==> src/mbfc4_pkg.sv <==
// ----------------------------------------------------------------------------
// mbfc4_pkg
// Shared codes, types and the CRC-16 byte step for the function 04 master.
// ----------------------------------------------------------------------------
package mbfc4_pkg;

    // Input item kinds
    localparam logic [1:0] KIND_START = 2'd0;
    localparam logic [1:0] KIND_BYTE  = 2'd1;
    localparam logic [1:0] KIND_TICK  = 2'd2;

    // Result item kinds
    localparam logic [1:0] OUT_REQ    = 2'd0;
    localparam logic [1:0] OUT_WORD   = 2'd1;
    localparam logic [1:0] OUT_STATUS = 2'd2;

    // Status codes
    localparam logic [2:0] ST_OK        = 3'd0;
    localparam logic [2:0] ST_TIMEOUT   = 3'd1;
    localparam logic [2:0] ST_ADDRESS   = 3'd2;
    localparam logic [2:0] ST_EXCEPTION = 3'd3;
    localparam logic [2:0] ST_FUNCTION  = 3'd4;
    localparam logic [2:0] ST_SIZE      = 3'd5;
    localparam logic [2:0] ST_CRC       = 3'd6;
    localparam logic [2:0] ST_REJECTED  = 3'd7;

    // Configuration register indexes
    localparam logic [1:0] CFG_SLAVE_ADDRESS = 2'd0;
    localparam logic [1:0] CFG_TIMEOUT_TICKS = 2'd1;
    localparam logic [1:0] CFG_MAX_COUNT     = 2'd2;

    // Configuration reset values
    localparam logic [7:0]  RST_SLAVE_ADDRESS = 8'd1;
    localparam logic [15:0] RST_TIMEOUT_TICKS = 16'd300;
    localparam logic [6:0]  RST_MAX_COUNT     = 7'd80;

    localparam logic [7:0]  FUNC_CODE   = 8'h04;
    localparam logic [7:0]  FUNC_EXCEPT = 8'h84;
    localparam logic [6:0]  HARD_LIMIT  = 7'd124;
    localparam logic [15:0] CRC_INIT    = 16'hFFFF;
    localparam logic [15:0] CRC_POLY    = 16'hA001;
    localparam logic [3:0]  REQ_LEN     = 4'd8;
    localparam logic [7:0]  MIN_REPLY   = 8'd5;

    // Result burst handed from the core to the output stage
    typedef struct packed {
        logic        req_go;
        logic        word_go;
        logic        stat_go;
        logic [7:0]  slave;
        logic [15:0] addr;
        logic [15:0] cnt;
        logic [15:0] word;
        logic [6:0]  widx;
        logic [2:0]  status;
        logic [7:0]  exc;
        logic [31:0] total;
    } t_burst;

    // One byte through CRC-16, reflected polynomial
    function automatic logic [15:0] crc_feed(input logic [15:0] crc, input logic [7:0] b);
        logic [15:0] c;
        c = crc ^ {8'h00, b};
        for (int i = 0; i < 8; i++) begin
            if (c[0]) begin
                c = (c >> 1) ^ CRC_POLY;
            end else begin
                c = c >> 1;
            end
        end
        return c;
    endfunction

endpackage

==> src/mbfc4_core.sv <==
// ----------------------------------------------------------------------------
// mbfc4_core
// Configuration, reply tracking state and reply judgement, one item a cycle while i_go is high.
// ----------------------------------------------------------------------------
module mbfc4_core (
    input  logic                  i_clk,
    input  logic                  i_rst_n,
    input  logic                  i_cfg_we,
    input  logic [1:0]            i_cfg_index,
    input  logic [15:0]           i_cfg_data,
    input  logic                  i_go,
    input  logic [1:0]            i_kind,
    input  logic [15:0]           i_start_address,
    input  logic [15:0]           i_register_count,
    input  logic [7:0]            i_rx_byte,
    output mbfc4_pkg::t_burst     o_burst
);

    logic [7:0]  r_slave,     n_slave;
    logic [15:0] r_timeout,   n_timeout;
    logic [6:0]  r_max,       n_max;
    logic        r_receiving, n_receiving;
    logic [6:0]  r_exp,       n_exp;
    logic [7:0]  r_bytes,     n_bytes;
    logic [15:0] r_elapsed,   n_elapsed;
    logic [15:0] r_crc,       n_crc;
    logic [15:0] r_lag,       n_lag;
    logic [7:0]  r_raddr,     n_raddr;
    logic [7:0]  r_rfunc,     n_rfunc;
    logic [7:0]  r_rbc,       n_rbc;
    logic [7:0]  r_pend,      n_pend;
    logic [31:0] r_fail,      n_fail;

    logic [6:0]  lim;
    logic        reject;
    logic [8:0]  data_end;
    logic [7:0]  pm4;
    logic        fin;
    logic [2:0]  st;
    logic [7:0]  exc;
    logic [15:0] got;

    always_comb begin
        n_slave     = r_slave;
        n_timeout   = r_timeout;
        n_max       = r_max;
        n_receiving = r_receiving;
        n_exp       = r_exp;
        n_bytes     = r_bytes;
        n_elapsed   = r_elapsed;
        n_crc       = r_crc;
        n_lag       = r_lag;
        n_raddr     = r_raddr;
        n_rfunc     = r_rfunc;
        n_rbc       = r_rbc;
        n_pend      = r_pend;
        n_fail      = r_fail;
        o_burst       = '0;
        o_burst.slave = r_slave;
        o_burst.addr  = i_start_address;
        o_burst.cnt   = i_register_count;
        fin      = 1'b0;
        st       = mbfc4_pkg::ST_OK;
        exc      = 8'h00;
        got      = {r_lag[7:0], r_lag[15:8]};
        lim      = (r_max > mbfc4_pkg::HARD_LIMIT) ? mbfc4_pkg::HARD_LIMIT : r_max;
        reject   = (i_register_count == 16'd0) || i_register_count[0] ||
                   (i_register_count > {9'd0, lim});
        data_end = 9'd3 + {1'b0, r_exp, 1'b0};
        pm4      = r_bytes - 8'd4;

        if (i_cfg_we) begin
            case (i_cfg_index)
                mbfc4_pkg::CFG_SLAVE_ADDRESS: n_slave   = i_cfg_data[7:0];
                mbfc4_pkg::CFG_TIMEOUT_TICKS: n_timeout = i_cfg_data;
                mbfc4_pkg::CFG_MAX_COUNT:     n_max     = i_cfg_data[6:0];
                default: ;
            endcase
        end

        if (i_go) begin
            case (i_kind)
                mbfc4_pkg::KIND_START: begin
                    if (reject) begin
                        o_burst.stat_go = 1'b1;
                        o_burst.status  = mbfc4_pkg::ST_REJECTED;
                        o_burst.total   = r_fail;
                    end else begin
                        o_burst.req_go = 1'b1;
                        n_receiving = 1'b1;
                        n_exp       = i_register_count[6:0];
                        n_bytes     = 8'd0;
                        n_elapsed   = 16'd0;
                        n_crc       = mbfc4_pkg::CRC_INIT;
                        n_lag       = 16'd0;
                        n_raddr     = 8'd0;
                        n_rfunc     = 8'd0;
                        n_rbc       = 8'd0;
                        n_pend      = 8'd0;
                    end
                end
                mbfc4_pkg::KIND_BYTE: begin
                    if (r_receiving) begin
                        if (r_bytes >= 8'd2) begin
                            n_crc = mbfc4_pkg::crc_feed(r_crc, r_lag[15:8]);
                        end
                        n_lag = {r_lag[7:0], i_rx_byte};
                        if (r_bytes == 8'd0) begin
                            n_raddr = i_rx_byte;
                        end else if (r_bytes == 8'd1) begin
                            n_rfunc = i_rx_byte;
                        end else if (r_bytes == 8'd2) begin
                            n_rbc = i_rx_byte;
                        end else if ({1'b0, r_bytes} < data_end) begin
                            // odd position holds the high byte, even completes a word
                            if (r_bytes[0]) begin
                                n_pend = i_rx_byte;
                            end else begin
                                o_burst.word_go = 1'b1;
                                o_burst.word    = {r_pend, i_rx_byte};
                                o_burst.widx    = pm4[7:1];
                            end
                        end
                        n_bytes = r_bytes + 8'd1;
                        fin = ({1'b0, n_bytes} >= (data_end + 9'd2));
                    end
                end
                mbfc4_pkg::KIND_TICK: begin
                    if (r_receiving) begin
                        if (r_elapsed != 16'hFFFF) begin
                            n_elapsed = r_elapsed + 16'd1;
                        end
                        fin = (n_elapsed >= r_timeout);
                    end
                end
                default: ;
            endcase
        end

        got = {n_lag[7:0], n_lag[15:8]};
        if (fin) begin
            if (n_bytes < mbfc4_pkg::MIN_REPLY) begin
                st = mbfc4_pkg::ST_TIMEOUT;
            end else if (n_raddr != r_slave) begin
                st = mbfc4_pkg::ST_ADDRESS;
            end else if (n_rfunc == mbfc4_pkg::FUNC_EXCEPT) begin
                st  = mbfc4_pkg::ST_EXCEPTION;
                exc = n_rbc;
            end else if (n_rfunc != mbfc4_pkg::FUNC_CODE) begin
                st = mbfc4_pkg::ST_FUNCTION;
            end else if ((n_rbc != {r_exp, 1'b0}) ||
                         ({1'b0, n_bytes} < ({1'b0, n_rbc} + 9'd5))) begin
                st = mbfc4_pkg::ST_SIZE;
            end else if (got != n_crc) begin
                st = mbfc4_pkg::ST_CRC;
            end
            if (st != mbfc4_pkg::ST_OK) begin
                n_fail = r_fail + 32'd1;
            end
            n_receiving     = 1'b0;
            o_burst.stat_go = 1'b1;
            o_burst.status  = st;
            o_burst.exc     = exc;
            o_burst.total   = n_fail;
        end
    end

    always_ff @(posedge i_clk) begin
        if (!i_rst_n) begin
            r_slave     <= mbfc4_pkg::RST_SLAVE_ADDRESS;
            r_timeout   <= mbfc4_pkg::RST_TIMEOUT_TICKS;
            r_max       <= mbfc4_pkg::RST_MAX_COUNT;
            r_receiving <= 1'b0;
            r_exp       <= 7'd0;
            r_bytes     <= 8'd0;
            r_elapsed   <= 16'd0;
            r_crc       <= mbfc4_pkg::CRC_INIT;
            r_lag       <= 16'd0;
            r_raddr     <= 8'd0;
            r_rfunc     <= 8'd0;
            r_rbc       <= 8'd0;
            r_pend      <= 8'd0;
            r_fail      <= 32'd0;
        end else begin
            r_slave     <= n_slave;
            r_timeout   <= n_timeout;
            r_max       <= n_max;
            r_receiving <= n_receiving;
            r_exp       <= n_exp;
            r_bytes     <= n_bytes;
            r_elapsed   <= n_elapsed;
            r_crc       <= n_crc;
            r_lag       <= n_lag;
            r_raddr     <= n_raddr;
            r_rfunc     <= n_rfunc;
            r_rbc       <= n_rbc;
            r_pend      <= n_pend;
            r_fail      <= n_fail;
        end
    end

endmodule

==> config.mk <==
export PLATFORM = sky130hd
export DESIGN_NAME = mbfc4_core
export DESIGN_NICKNAME = d
export VERILOG_FILES = /design/src/mbfc4_pkg.sv /design/src/mbfc4_core.sv
export SDC_FILE = /design/constraint.sdc
export NUM_CORES = 1
export LEC_CHECK = 0
export ABC_AREA = 1
export BUFFER_PORTS_ARGS = -buffer_cell sky130_fd_sc_hd__buf_2
export CAP_MARGIN = 20
export CELL_PAD_IN_SITES_DETAIL_PLACEMENT = 1
export CELL_PAD_IN_SITES_GLOBAL_PLACEMENT = 1
export CORE_MARGIN = 5
export CORE_UTILIZATION = 40
export CTS_CLUSTER_SIZE = 20
export DETAILED_ROUTE_END_ITERATION = 10
export PLACE_DENSITY = 0.88
export SKIP_CTS_REPAIR_TIMING = 1
export SLEW_MARGIN = 15
export SYNTH_ARGS = -nofsm -noshare
export SYNTH_HDL_FRONTEND = slang
export SYNTH_SLANG_ARGS = --single-unit
==> constraint.sdc <==
create_clock -name i_clk -period 6.2 [get_ports i_clk]
set_input_delay 0.31 -clock i_clk [delete_from_list [all_inputs] [get_ports i_clk]]
set_output_delay 0.31 -clock i_clk [all_outputs]
set_load 0.03 [all_outputs]
=== Word level (Yosys, flattened, before mapping) ===
Cells that the tools add are included.

* $add $sub $neg: 7
* Magnitude comparators: 8
* Equality and inequality tests: 20
* Muxes and demuxes: 125
* Bitwise operators: 11
* Reductions and logical operators: 17

{| class="wikitable"
|+ Operators by type and width
! cell !! number
|-
| 16-bit two-way mux || 49
|-
| 8-bit two-way mux || 28
|-
| 23-bit two-way mux || 7
|-
| 32-bit two-way mux || 4
|-
| 16-bit case mux with 2 select lines || 3
|-
| 8-bit case mux with 2 select lines || 5
|-
| 43-bit two-way mux || 1
|-
| 32-bit by 1-bit adder with 32-bit output, second input constant || 1
|-
| 3-bit two-way mux || 10
|-
| 26-bit two-way mux || 1
|-
| 2-bit inverter with 3-bit output || 8
|-
| 8-bit by 9-bit < comparator with 1-bit output || 2
|-
| 16-bit by 1-bit adder with 16-bit output, second input constant || 1
|-
| 16-bit greater-or-equal comparator || 1
|-
| 16-bit by 7-bit greater-than comparator with 1-bit output || 1
|-
| 16-bit logical NOT || 1
|-
| 16-bit inequality test || 1
|-
| 16-bit inequality test, second input constant || 1
|-
| 2-bit inequality test, second input constant || 8
|-
| 8-bit inequality test || 2
|-
| 16-bit by 8-bit XOR with 16-bit output || 1
|-
| 1-bit two-way mux || 15
|-
| 2-bit by 8-bit adder with 9-bit output, first input constant || 1
|-
| 8-bit by 3-bit adder with 9-bit output, second input constant || 1
|-
| 26 further kinds || 35
|}

* Flip-flop bits (word level): 159
* Input port bits: 64

=== Depth between registers and ports, before layout ===
Gate-level depths: netlist of the first run.

* Depth in word-level cells: 60
* Mapped depth: 40

=== Worst setup path after synthesis of the first run ===
No wires, ideal clock.

* Kind: register -> output
* Start: register r_max[1]
* End: output o_burst[30] (netlist bit)
* Data arrival time: 4.689 ns
* Path slack: 1.201 ns
* Stages on the path, launching flop included: 37
* Buffers on the path: 2
* Path through: dfxtp_1 > inv_1 > a2111oi_0 > or2_2 > ha_1 > nand2_1 > nand2_1 > nand2_1 > nand2_1 > nand2_1 > nand3_1 > nand2_1 > nand2_4 > nand2_8 > nand2_8 > a21oi_2 > inv_1 > ha_1 > o21ai_1 > xor2_1 > ha_1 > inv_1 > nor3_1 > a211oi_1 > nand2_1 > nand2_1 > nand2_1 > nand2_1 > nand2_1 > nand3_2 > o21ai_4 > nand3_2 > buf_6 > buf_6 > o21ai_2 > nand2_1 > o21ai_0

{| class="wikitable"
|+ RTL lines
! element !! RTL line !! RTL
|-
| start: declaration || mbfc4_core.sv:21 || <nowiki>logic [6:0] r_max, n_max;</nowiki>
|-
| start signal: assignment || mbfc4_core.sv:172 || <nowiki>r_max <= mbfc4_pkg::RST_MAX_COUNT;</nowiki>
|-
| start signal: assignment || mbfc4_core.sv:187 || <nowiki>r_max <= n_max;</nowiki>
|-
| end: declaration || mbfc4_core.sv:16 || <nowiki>output mbfc4_pkg::t_burst o_burst</nowiki>
|}

==> results of run 1 <==
[synth_stat cells, types with 3 or more instances]
master      n
a22oi_1     4
nor3_1     43
a21oi_2     3
nand2_1   542
nand2_2     8
a211oi_1   15
o21a_1      3
inv_1     264
o21ai_1    33
buf_1       7
buf_2      16
o22ai_1     8
inv_2       7
nor2_2      8
a32oi_1     5
clkbuf_1   40
clkinv_1    5
a21oi_1   120
o21ai_0    93
dfxtp_1   159
o21bai_1    3
ha_1       60
o211ai_1   21
xnor2_1    15
buf_6       4
a21boi_0    3
nand3b_1    3
nor2_1    195
nand3_2     6
nor4_1      6
nand3_1   102
nand4_1    25
o21ai_2     4
xor2_1     56
buf_4      34
[state kept, by name, summed over array words and instances, names as in the netlist, 7 cells and up]
name and cells:
r_rbc 8, r_elapsed 16, r_raddr 8, r_fail 32, r_pend 8, r_crc 16, r_timeout 16, r_rfunc 8
r_slave 8, r_bytes 8, r_max 7, r_lag 16, r_exp 7
[power by group through the flow]
stage          logic (uW)  registers, uW  clock network (uW)
6_report              313           1060                1100
5_1_grt               345           1060                1150
4_1_cts               307           1060                1110
3_5_place_dp          301           1080                   0
3_3_place_gp          287           1080                   0
2_1_floorplan         220           1080                   0
[area by class of cell]
cell class,count,area [sq um]
timing repair buffer,163,915.9
multi-input combinational,1411,7333
inverter,276,1036
fill,4095,16090
sequential,159,3183
clock inverter,11,128.9
antenna,1,2.502
tap,390,488.0
clock buffer,21,460.4
[tightest hold or removal path, cell delays in order]
cell,delay [ns]
buf_2,0.07
nand2_1,0.04
o211ai_1,0.07
[layer usage]
layer	track usage, %	vias up	share of wire [%]
met5	0	-	0.060
met4	10.91	4	4.0
met3	3.649	116	4.7
met2	44.95	392	48
met1	31.46	6495	43
li1	-	6379	-
[worst min-delay path by stage]
stage                  startpoint           end  slack [ns]  cells past startpoint
floorplan              r_fail[30]    r_fail[30]        0.43                      2
global placement       r_fail[30]    r_fail[30]        0.44                      2
detailed placement      r_pend[0]     r_pend[0]        0.46                      2
CTS                 i_cfg_data[8]  r_timeout[8]        0.07                      3
global route        i_cfg_data[8]  r_timeout[8]        0.08                      3
finish              i_cfg_data[8]  r_timeout[8]        0.08                      3
[metrics by stage]
step	power (uW)	setup TNS (ns)
global placement	1368	0
detailed placement	1384	0
CTS	2478	-7.389
global route	2558	-0.2904
finish	2468	0
floorplan	1303	0
[placed cells by master, fill, tap and decap left out, types with 56 or more instances in the layout]
master and instances:
o21ai_0 93, nand2_1 539, dfxtp_1 159, nand3_1 102
ha_1 60, xor2_1 56, a21oi_1 120, nor2_1 194
inv_1 264, buf_2 135
[logic make-up (layout without fill, tap and decap cells)]
logic type                 count (synthesis)  in the layout  synth area share (%)
buffers and inverters                    377            471                 13.24
DFF                                      159            159                 26.46
AOI/OAI and AO/OA                        330            330                 15.73
xor gates and xnor gates                  71             71                 5.170
other                                      0              1                     0
and+or+nand+nor                          949            950                 33.15
adders and majority gates                 60             60                 6.242
==> out/metrics.csv, run 1 <==
metric;value;unit
total wire length;44730;um
critical path depth;35;
Core ar.;29640;sq um
Final Hold Viols;0;
maximum buffer depth of the clock tree;2;
Post-DP HPWL;33170;um
die height;183.4;um
largest net degree at the start of global routing;74;
R2R Setup Slk;1.07;ns
clk sink count;159;
crit path DAT;5.54;ns
Total GRT Usage;25.68;%
fin cells;2432;
CTS clk-pin slew, worst paths;0.07;ns
Top Ports;173;
Reg power frac;42.9;%
maximum clock rate;171.0;MHz
most used flip-flop cell after synthesis;dfxtp_1;
Chip Width;183.4;um
Post-synth EDFFs;0;
Pint;1752;uW
synthesized flop and latch total;159;
insertion delay to the later sink of the worst-skew pair;0.45;ns
grt total ovfl;0;
Mapped Area;12030;sq um
DR iter-0 viols;825;
DR vias;13390;
# setup viols final;0;
slew at the pin closest to its max-slew limit;0.8747;ns
post-route design area;13550;sq um
port bufs;140;
logic gate share of total power;12.7;%
Worst Reg2Reg Path Length in Cells;28;
Post-layout nets;2152;
CTS H-tree depth;4;
leak pwr;0.006362;uW
Slew headroom;41.69;%
Place WS;0.1709;ns
Worst Setup SP;r_max[1];
layout cells sized above 1;12.05;%
Tcrit/Tclk final;94.30;%
critical path data required time;5.89;ns
Mapped Cells;1946;
Critical Path Slowest Stage Cell;a2111oi_4;
Worst setup SP type;register;
first-pass GRT wire length;70860;um
Hold Slack;0.08192;ns
initial core utilization;40.58;%
Top delay family on crit path;simple AND/OR/NAND/NOR gates;
FF-to-FF End;r_fail[10];
worst hold path type;in2reg;
syn_area_per_cell;6.181;sq um
DRT antenna net count;0;
Pre-antenna DRT Iters;7;
vias in the first global route;13960;
Clock Power Share;44.4;%
worst r2r src;r_elapsed[0];
number of library cell types mapped by synthesis;55;
Setup Skew;0.01770;ns
Yosys top cell area share;26.46;%
Vias/cell;5.504;
Sw Pwr;716.8;uW
max incr delay on CP;0.38;ns
CP endpoint;o_burst[0];
Mapped Nets;2070;
Buf/Inv on CP;4;
worst setup margin;0.3532;ns
ys async rst share;0;%
Worst IR Drop VDD;0.1904;mV
CP max FO;18;
TritonCTS clock tree;yes;
most used cell, CP;nand2_1;
Core Util, Final;45.71;%
CP Class;reg2out;
area grow syn2layout;12.64;%
fin. max-slew vios;0;
sequential share of the synthesized area;26.46;%
Sw Share;29.04;%
post-layout min period;5.847;ns
pwr dens;182.2;nW/um^2
Residual DRC;0;
die area;33640;sq um
top cells by area, synth;dfxtp_1 26%, nand2_1 17%, inv_1 8.2%;
gpl congestion;0.9546;
DP Area;12790;sq um
dominant cell type by area after synthesis;dfxtp_1;
initial antenna violation count;3;
synth warn;0;
wire per inst;18.39;um
Root Buffer;clkbuf_16;
row count;63;
status;finished clean;
placed cell count;2392;
CP endpoint kind;primary output;
number of CTS-inserted buffers;17;
max-cap violation count;0;
No activity file was read; power rests on OpenSTA's default activity.
==> run 2, diff against run 1 <==
==> constraint.sdc (replaced) <==
create_clock -name i_clk -period 6.2 [get_ports i_clk]
set_input_delay 1.86 -clock i_clk [delete_from_list [all_inputs] [get_ports i_clk]]
set_output_delay 1.86 -clock i_clk [all_outputs]
set_load 0.03 [all_outputs]
==> out/metrics.csv, run 2 (synthesized netlist as in run 1, its figures left out) <==
metric;value;unit;change
CP Class;in2out;;
Tcrit/Tclk final;129.4;%;+35 points
vias in the first global route;14860;;+6.5%
CTS clk-pin slew, worst paths;0.06;ns;about the same
critical path data required time;4.34;ns;-1.55 ns
area grow syn2layout;35.99;%;
Setup Skew;0.01974;ns;+0.002040 ns
row count;63;;unchanged
worst r2r src;r_max[3];;
Worst setup SP type;input port;;
fin cells;2636;;+8.4%
Hold Crit Depth;2;;-1
CP max FO;8;;-10
violated checks;setup timing;;
total wire length;60530;um;+35%
most used cell, CP;buf_6;;
Root Buffer;clkbuf_16;;
initial core utilization;40.58;%;unchanged
grt total ovfl;0;;unchanged
number of CTS-inserted buffers;17;;unchanged
final setup TNS;-65.43;ns;-65.43 ns
DR iter-0 viols;1587;;+92%
post-layout min period;8.025;ns;+2.178 ns
Final Hold Viols;0;;unchanged
Slew headroom;44.08;%;+2.4 points
first-pass GRT wire length;77420;um;+9.3%
max incr delay on CP;0.34;ns;-0.04 ns
most common cell after layout, fill and taps aside;nand2_1;;
crit path DAT;6.17;ns;+0.63 ns
fin. max-slew vios;0;;unchanged
gpl congestion;0.9670;;+1.3%
Pre-antenna DRT Iters;5;;-2
ant diodes;0;;-1
Post-DP HPWL;37700;um;+14%
DR vias;15440;;+15%
R2R Setup Slk;0.66;ns;-0.41 ns
Total GRT Usage;28.49;%;+2.8 points
insertion delay to the later sink of the worst-skew pair;0.46;ns;about the same
CP endpoint kind;primary output;;
FF-to-FF End;r_fail[1];;
# setup viols final;44;;+44
pwr dens;152.8;nW/um^2;-16%
worst setup margin;-1.825;ns;-2.178 ns
Top Ports;173;;unchanged
Residual DRC;0;;unchanged
port bufs;140;;unchanged
status;finished, violations left;;
maximum buffer depth of the clock tree;2;;unchanged
max FFs per register;32;;unchanged
Vias/cell;5.859;;+6.4%
Worst IR Drop VDD;0.1926;mV;+1.2%
Worst Reg2Reg Path Length in Cells;37;;+32%
DRT antenna net count;0;;unchanged
clk sink count;159;;unchanged
initial antenna violation count;0;;-3
Hold EP;r_fail[30];;
placed cell count;2575;;+7.7%
Critical Path Slowest Stage Cell;ha_1;;
CTS H-tree depth;4;;unchanged
RSZ-0062 raised after global routing;yes;;
leak pwr;0.007623;uW;+20%
slew at the pin closest to its max-slew limit;0.8324;ns;-0.04227 ns
maximum clock rate;124.6;MHz;-27%
worst hold path type;reg2reg;;
largest net degree at the start of global routing;57;;-23%
most flop-heavy register;r_fail;;
die height;183.4;um;unchanged
Core ar.;29640;sq um;unchanged
fillers;3942;;-3.7%
post-route design area;16360;sq um;+21%
commonest cells after routing, fill and taps aside;488 x nand2_1, 257 x inv_1, 217 x buf_4, 187 x nor2_1, 157 x dfxtp_1;;
Worst Min Path Start;r_fail[30];;
TritonCTS clock tree;yes;;
layout cells sized above 1;27.16;%;+15 points
Chip Width;183.4;um;unchanged
wire per inst;22.96;um;+25%
DP Area;14690;sq um;+15%
die area;33640;sq um;unchanged
max-cap violation count;0;;unchanged
Post-layout nets;2358;;+9.6%
==> run 2: report_power, final <==
group,total [uW],switching [uW],internal [uW]
clock,1040,505,538
sequential,1060,18.0,1040
combinational,394,263,131
==> run 2: worst max path at each step <==
stage	startpoint	endpoint	slack, ns	cells past startpoint
floorplan	i_register_count[6]	o_burst[28]	-0.93	32
finish	i_register_count[6]	o_burst[1]	-1.83	34
CTS	i_register_count[3]	o_burst[23]	-1.69	37
detailed placement	i_register_count[3]	o_burst[23]	-1.60	37
global placement	i_register_count[6]	o_burst[24]	-1.21	36
global route	i_register_count[6]	o_burst[20]	-1.97	34
==> run 2: through the flow <==
| stage | setup WS [ns] | utilization, % | total power (uW) | hold slack (ns) |
|---|---|---|---|---|
| floorplan | -0.9294 | - | 1312 | 0.4261 |
| global placement | -1.215 | 49.57 | 1419 | 0.4387 |
| detailed placement | -1.602 | 49.57 | 1440 | 0.4516 |
| CTS | -1.695 | 51.39 | 2464 | 0.4635 |
| global route | -1.966 | 55.19 | 2565 | 0.4784 |
| finish | -1.825 | 55.19 | 2499 | 0.4613 |
==> run 2: critical path: cells and delay by family <==
family                   cells  cell delay, ns
adder cells (fa/ha/maj)      3            0.79
XOR/XNOR                     1            0.16
buffers and inverters       10            1.05
AO/OA/AOI/OAI                4            0.75
AND/OR/NAND/NOR             16            1.54
==> run 2: area by class of cell <==
class | instances | area [sq um] | area share, %
well taps | 390 | 488.0 | 2.983
repair buffers | 370 | 2839 | 17.36
clock inverters | 9 | 75.07 | 0.4590
flip-flops and latches | 159 | 3188 | 19.49
clock buffers | 22 | 464.2 | 2.838
inverters | 276 | 1044 | 6.380
multi-input cells | 1410 | 8259 | 50.49
==> run 2: metal layers <==
| metal | up-vias | track usage [%] | share of wire (%) |
|---|---|---|---|
| met3 | 282 | 4.701 | 8.3 |
| li1 | 6787 | - | - |
| met1 | 7504 | 35.22 | 37 |
| met4 | 0 | 9.356 | 5.6 |
| met2 | 871 | 50.38 | 49 |
| met5 | - | 0 | 0 |
==> run 3, diff against run 2 <==
--- a/config.mk
+++ b/config.mk
@@ -10,7 +10,7 @@
 export CAP_MARGIN = 20
 export CELL_PAD_IN_SITES_DETAIL_PLACEMENT = 1
 export CELL_PAD_IN_SITES_GLOBAL_PLACEMENT = 1
-export CORE_MARGIN = 5
+export CORE_MARGIN = 8
 export CORE_UTILIZATION = 40
 export CTS_CLUSTER_SIZE = 20
 export DETAILED_ROUTE_END_ITERATION = 10
==> out/metrics.csv, run 3 (synthesized netlist as in run 1, its figures left out) <==
metric;value;unit;change
Top Ports;173;;unchanged
# setup viols final;44;;unchanged
Critical Path Slowest Stage Cell;ha_1;;
CP endpoint kind;primary output;;
Post-layout nets;2359;;+0.042%
DR iter-0 viols;1429;;-10%
CP Class;in2out;;
layout cells sized above 1;24.99;%;-2.2 points
multi-input logic area;8054;sq um;-2.5%
worst r2r src;r_elapsed[1];;
post-route design area;16120;sq um;-1.5%
post-layout min period;7.877;ns;-0.1478 ns
row count;63;;unchanged
worst setup margin;-1.677;ns;+0.1478 ns
CTS clk-pin slew, worst paths;0.06;ns;about the same
max-cap violation count;0;;unchanged
Hold Crit Depth;2;;unchanged
crit path DAT;6.02;ns;-0.15 ns
pwr dens;157.7;nW/um^2;+3.2%
fillers;3977;;+0.89%
largest net degree at the start of global routing;73;;+28%
Total GRT Usage;27.76;%;-0.73 points
TritonCTS clock tree;yes;;
initial antenna violation count;2;;+2
Core Util, Final;54.39;%;-0.80 points
Post-DP HPWL;38690;um;+2.6%
worst hold path type;reg2reg;;
Slew headroom;26.61;%;-17 points
GRT met2 Usage;50.07;%;-0.31 points
slew at the pin closest to its max-slew limit;1.101;ns;+0.2684 ns
DR vias;15410;;-0.25%
wire per inst;22.37;um;-2.6%
busiest layer in global routing;met2;;
GRT met3 Usage;4.691;%;-0.0096 points
leak pwr;0.007558;uW;-0.85%
Top delay family on crit path;simple AND/OR/NAND/NOR gates;;
initial core utilization;40.58;%;unchanged
Core ar.;29640;sq um;unchanged
Hold EP;r_pend[0];;
fin. max-slew vios;0;;unchanged
Reg area;3183;sq um;-0.16%
Tcrit/Tclk final;127.1;%;-2.4 points
first-pass GRT wire length;80630;um;+4.1%
FF-to-FF End;r_fail[18];;
Root Buffer;clkbuf_16;;
vias in the first global route;15430;;+3.8%
commonest cells after routing, fill and taps aside;508 x nand2_1, 259 x inv_1, 222 x buf_4, 193 x nor2_1, 159 x dfxtp_1;;
most common cell after layout, fill and taps aside;nand2_1;;
Pre-antenna DRT Iters;5;;unchanged
gpl congestion;0.9723;;+0.55%
Worst IR Drop VDD;0.1770;mV;-8.1%
grt total ovfl;0;;unchanged
Worst Min Path Start;r_pend[0];;
area grow syn2layout;34.02;%;
port bufs;140;;unchanged
critical path data required time;4.34;ns;about the same
RSZ-0062 raised after global routing;yes;;
Vias/cell;5.844;;-0.25%
R2R Setup Slk;0.69;ns;+0.03 ns
DP Area;14760;sq um;+0.43%
max incr delay on CP;0.30;ns;-0.04 ns
max FFs per register;32;;unchanged
Worst setup SP type;input port;;
Worst Reg2Reg Path Length in Cells;29;;-22%
Final Hold Viols;0;;unchanged
maximum buffer depth of the clock tree;2;;unchanged
die area;35870;sq um;+6.7%
Final Total Pwr;2542;uW;+1.7%
most used cell, CP;nand2_1;;
clk sink count;159;;unchanged
total wire length;58980;um;-2.6%
Chip Width;189.4;um;+3.3%
Place WS;-1.536;ns;+0.06584 ns
CP max FO;8;;unchanged
status;finished, violations left;;
insertion delay to the later sink of the worst-skew pair;0.47;ns;about the same
most flop-heavy register;r_fail;;
Setup Skew;0.03081;ns;+0.01107 ns
maximum clock rate;126.9;MHz;+1.9%
DRT antenna net count;0;;unchanged
Worst Setup SP;i_register_count[6];;
Residual DRC;0;;unchanged
grt met1 use;32.05;%;-3.2 points
number of CTS-inserted buffers;17;;unchanged
CTS H-tree depth;4;;unchanged
Buf/Inv on CP;6;;-4
violated checks;setup timing;;
die height;189.4;um;+3.3%
run 3: layer usage:
layer / vias up / share of wire (%)
li1: 6786 / -
met4: 2 / 5.8
met5: - / 0.022
met3: 281 / 7.6
met2: 862 / 49
met1: 7474 / 38
run 3: how the worst max path moves through the flow:
stage | to | cells after the start
finish | o_burst[17] | 33
global route | o_burst[17] | 35
CTS | o_burst[12] | 36
detailed placement | o_burst[12] | 36
global placement | o_burst[24] | 37
floorplan | o_burst[28] | 32
run 3: final cells by class:
| class | instances | area share (%) |
|---|---|---|
| Inverter | 276 | 6.450 |
| Multi-Input combinational cell | 1410 | 49.97 |
| Antenna cell | 1 | 0.01552 |
| Timing Repair Buffer | 371 | 17.34 |
| Clock buffer | 18 | 2.725 |
| Tap cell | 390 | 3.027 |
| Clock inverter | 11 | 0.7296 |
| Sequential cell | 159 | 19.75 |
run 3: stage by stage:
step                      hold slack, ns  TNS [ns]  std cells
after global placement            0.4396    -43.50       2585
after CTS                         0.4668    -56.10       2614
after global routing              0.4887    -71.61       2635
after detailed placement          0.4560    -54.32       2585
after floorplan                   0.4261    -28.03       1946
final                             0.4633    -61.95       2636
run 3: power breakdown:
group	internal [uW]	switching [uW]	total (uW)	leakage (uW)
combinational	134	263	397	0.00600
sequential	1040	18.0	1060	0.00129
clock	595	487	1080	0.000273
run 3: worst reg2reg max path: cells and delay by family, from the launching register on:
family,cells,cell delay (ns)
AND/OR/NAND/NOR,14,1.96
adder cells (fa/ha/maj),2,0.34
AO/OA/AOI/OAI,6,0.99
flip-flops,1,0.43
buffers and inverters,7,1.61
